## src/hdl/mt64_pkg.sv

```systemverilog
`default_nettype none

package mt64_pkg;

	localparam int STATE_WORDS   = 312;
	localparam int MIDDLE_OFFSET = 156;
	localparam int IDX_W         = 9;
	localparam int WORD_W        = 64;

	localparam logic KIND_SEED = 1'b0;
	localparam logic KIND_DRAW = 1'b1;

	localparam logic [WORD_W-1:0] SEED_MULT   = 64'd6364136223846793005;
	localparam logic [WORD_W-1:0] UPPER_MASK  = 64'hffffffff80000000;
	localparam logic [WORD_W-1:0] LOWER_MASK  = 64'h000000007fffffff;
	localparam logic [WORD_W-1:0] MATRIX_A    = 64'hb5026f5aa96619e9;
	localparam logic [WORD_W-1:0] TEMPER_MASK_U = 64'h5555555555555555;
	localparam logic [WORD_W-1:0] TEMPER_MASK_B = 64'h71d67fffeda60000;
	localparam logic [WORD_W-1:0] TEMPER_MASK_C = 64'hfff7eee000000000;

	typedef logic [IDX_W-1:0]  idx_t;
	typedef logic [WORD_W-1:0] word_t;

	typedef struct packed {
		logic  en;
		idx_t  addr;
		word_t data;
	} mem_wr_t;

	function automatic idx_t idx_add(idx_t i, idx_t off);
		logic [IDX_W:0] sum;
		sum = {1'b0, i} + {1'b0, off};
		if (sum >= (IDX_W+1)'(STATE_WORDS))
			sum = sum - (IDX_W+1)'(STATE_WORDS);
		return sum[IDX_W-1:0];
	endfunction

	function automatic word_t twist(word_t cur, word_t nxt, word_t mid);
		word_t z;
		z = (cur & UPPER_MASK) | (nxt & LOWER_MASK);
		return mid ^ (z >> 1) ^ (z[0] ? MATRIX_A : '0);
	endfunction

	function automatic word_t temper(word_t y_in);
		word_t y;
		y = y_in;
		y = y ^ ((y >> 29) & TEMPER_MASK_U);
		y = y ^ ((y << 17) & TEMPER_MASK_B);
		y = y ^ ((y << 37) & TEMPER_MASK_C);
		y = y ^ (y >> 43);
		return y;
	endfunction

endpackage

`default_nettype wire

```

## src/hdl/mt64_seed_step.sv

```systemverilog
`default_nettype none

module mt64_seed_step
	import mt64_pkg::*;
(
	input  wire logic  clk,
	input  wire word_t prev,
	input  wire idx_t  fill,
	output      word_t word
);

	word_t        x;
	word_t        p0;
	logic [31:0]  p1;
	logic [31:0]  p2;
	word_t        p0_s1;
	logic [31:0]  p1_s1;
	logic [31:0]  p2_s1;
	logic [31:0]  cross_sum;

	assign x  = prev ^ (prev >> 62);
	assign p0 = x[31:0] * SEED_MULT[31:0];
	assign p1 = x[63:32] * SEED_MULT[31:0];
	assign p2 = x[31:0] * SEED_MULT[63:32];

	always_ff @(posedge clk) begin
		p0_s1 <= p0;
		p1_s1 <= p1;
		p2_s1 <= p2;
	end

	assign cross_sum = p1_s1 + p2_s1;
	assign word      = p0_s1 + {cross_sum, 32'd0} + {{(WORD_W-IDX_W){1'b0}}, fill};

endmodule

`default_nettype wire
```

## config.mk

```make
export PLATFORM = sky130hd
export DESIGN_NAME = mt64_seed_step
export DESIGN_NICKNAME = d
export VERILOG_FILES = /design/src/hdl/mt64_pkg.sv /design/src/hdl/mt64_seed_step.sv
export SDC_FILE = /design/constraint.sdc
export NUM_CORES = 2
export LEC_CHECK = 0
export ABC_AREA = 1
export BUFFER_PORTS_ARGS = -buffer_cell sky130_fd_sc_hd__buf_2
export CORE_MARGIN = 2
export CORE_UTILIZATION = 64
export CTS_CLUSTER_DIAMETER = 50
export DETAILED_ROUTE_END_ITERATION = 16
export GPL_TIMING_DRIVEN = 0
export PLACE_DENSITY = 0.82
export SLEW_MARGIN = 40
export SYNTH_ARGS = -nofsm -noshare
export SYNTH_HDL_FRONTEND = slang
export SYNTH_SLANG_ARGS = --single-unit
```

## constraint.sdc

```tcl
create_clock -name clk -period 9.9 [get_ports clk]
set_input_delay 1.485 -clock clk [delete_from_list [all_inputs] [get_ports clk]]
set_output_delay 1.485 -clock clk [all_outputs]
set_load 0.005 [all_outputs]
```

==> impl_metrics.env <==
export IMPL_synth_edff_count=0
export IMPL_arrival_ns=9.13
export IMPL_worst_pin_slew_ns=0.784
export IMPL_grt_antenna_before_repair=1
export IMPL_die_x_microns=265
export IMPL_grt_pass1_wl_microns=217000
export IMPL_setup_viol=0
export IMPL_worstSetupPathType="input port to flip-flop"
export IMPL_cts_root_buf="clkbuf_16"
export IMPL_yosysMostFrequentCell="inv_1"
export IMPL_clock_fmax_ghz=0.113
export IMPL_drc=0
export IMPL_vias=35252
export IMPL_yosys_area_top_type="fa_1"
export IMPL_min_from="prev[0]"
export IMPL_outcome="complete, no violations"
export IMPL_n_fill_cell=5535
export IMPL_core_region_area_sq_um=67400
export IMPL_ys_seq_elements=119
export IMPL_overflow=0
export IMPL_synthArstFlopShare=0
export IMPL_ys_flop_type="dfxtp_1"
export IMPL_post_place_ws_ns=0.829
export IMPL_max_cap_violations=0
export IMPL_final_max_slew_viol_count=0
export IMPL_rsz0062_at_grt="no"
export IMPL_fp_row_count=95
export IMPL_dieArea_sq_um=70300
export IMPL_io_buffers=137
export IMPL_initialDrtViolationCount=3485
export IMPL_finalCriticalPeriod_ns=8.86
export IMPL_fin_ws_ns=1.04
export IMPL_post_cts_buffers=0
export IMPL_yosysSeqAreaShare=0.0546
export IMPL_cts_tree="yes"
export IMPL_cp_required_ns=10.17
export IMPL_fp_dieH_microns=265
export IMPL_fin_util=0.684
export IMPL_instances_no_fill=6153
export IMPL_final_setup_tns_ns=0
export IMPL_dp_cells=6118
export IMPL_synth_top_area_share=0.372
export IMPL_h_tree_depth=4
export IMPL_clkTransAtPathRegs_ns=0.06
export IMPL_yosys_top_cells_area="fa_1 37%, ha_1 22%, inv_1 13%"
export IMPL_synth_commonest_cells="1508 x inv_1, 812 x fa_1, 757 x ha_1"
export IMPL_routedWlPerCell_microns=23.3
export IMPL_gp_congestion=1.06
export IMPL_ctsResizeCount=0
export IMPL_startpoint="prev[8]"
export IMPL_grt_pass1_vias=36542
export IMPL_finalCritPeriodShare=0.895
export IMPL_slew_headroom=0.474
export IMPL_drt_pre_antenna_iters=6
export IMPL_cts_sinks=119
export IMPL_ios=138
export IMPL_synth_fp_nets=6748
export IMPL_routed_via_density=5.73
export IMPL_yosys_cell_types_count=52
export IMPL_min_path_type="input port to flip-flop"
export IMPL_clockBufferDepth=2
export IMPL_drive_gt1_frac=0.0500
export IMPL_syn_avg_cell_area_sq_um=8.55
export IMPL_area_growth_pct=5.63
export IMPL_yosys_warnings=0
export IMPL_grt_max_degree=17
export IMPL_synthCells=5105
export IMPL_ctsHoldBuffers=0
export IMPL_antenna_left=0
export IMPL_drt_wl_total_microns=144000
export IMPL_endpoint="p2_s1[30]$_DFF_P_"
export IMPL_cts_made_buffers=17
export IMPL_initial_core_util=0.648
export IMPL_endpoint_kind="flip-flop"
export IMPL_cp_max_fo=14
export IMPL_syn_area_sq_um=43700
export IMPL_grt_usage=0.421
export IMPL_final_nets=6907
export IMPL_start_kind="input port"
export IMPL_hold_violations=0
export IMPL_hpwlAfterDp_microns=130000
-- cell families (layout without fill, tap and decap cells) --
group           Yosys count  count (layout)  synth area share
other cells               0               4                 0
flops                   119             119            0.0546
fa+ha+maj              1569            1569             0.589
compound gates          508             508            0.0660
buf+inv                1526            1697             0.131
xor+xnor                212             212            0.0427
simple gates           1171            1171             0.116
-- final cells by class --
type                    count  area, sq um  area share
diodes                      4         10.0    0.000217
plain buffers               1         5.00    0.000108
clock buffers              17          425     0.00922
clock inverters            14          149     0.00323
inverters                1525         5720       0.124
multi-input cells        3460        35600       0.772
flip-flops and latches    119         2380      0.0516
well taps                 873         1090      0.0237
repair buffers            140          743      0.0161
-- worst min-delay path by stage --
stage | to | slack, ns | depth (start not counted)
2_1_floorplan | p1_s1[0]$_DFF_P_ | 1.51 | 0
3_3_place_gp | p1_s1[0]$_DFF_P_ | 1.87 | 1
3_5_place_dp | p2_s1[0]$_DFF_P_ | 1.85 | 2
4_1_cts | p2_s1[0]$_DFF_P_ | 1.40 | 2
5_1_grt | p2_s1[0]$_DFF_P_ | 1.41 | 2
6_report | p2_s1[0]$_DFF_P_ | 1.42 | 2
-- sequential cells by signal, indices dropped and copies added (netlist names) --
| register | flops |
|---|---|
| p1_s1 | 32 |
| p2_s1 | 32 |
| p0_s1 | 55 |
-- layout by cell type, fill, tap and decap left out, types with 68 or more instances in the layout --
cell,instances
a21oi_1,241
buf_2,138
dfxtp_1,119
fa_1,812
ha_1,757
inv_1,1508
nand2_1,556
nand3_1,145
nor2_1,311
o21ai_0,135
xnor2_1,68
xor2_1,141
-- critical path: stages --
cell and delay, ns:
buf_2 0.46, inv_1 0.31, fa_1 0.67, inv_1 0.07
ha_1 0.30, fa_1 0.49, inv_1 0.06, fa_1 0.49
fa_1 0.55, inv_1 0.05, fa_1 0.45, fa_1 0.49
inv_1 0.05, fa_1 0.47, inv_1 0.05, ha_1 0.26
buf_2 0.21, a21oi_1 0.52, o21ai_0 0.15, a21oi_1 0.43
o21ai_0 0.16, a21oi_1 0.48, xor2_1 0.48
-- routing by layer --
layer,part of all wire,up-vias,global-route usage
li1,-,15902,-
met1,0.41,17174,0.573
met2,0.42,1803,0.625
met3,0.11,371,0.114
met4,0.063,2,0.205
met5,0.000091,-,0
-- through the flow --
stage | hold slack (ns) | area (sq um)
floorplan | 1.51 | 43700
global placement | 1.87 | 45400
detailed placement | 1.85 | 45500
CTS | 1.40 | 46100
global route | 1.41 | 46100
finish | 1.42 | 46100
Power is not shown: default switching activity piles up to over one toggle a cycle in this logic, so the estimate is an artifact.
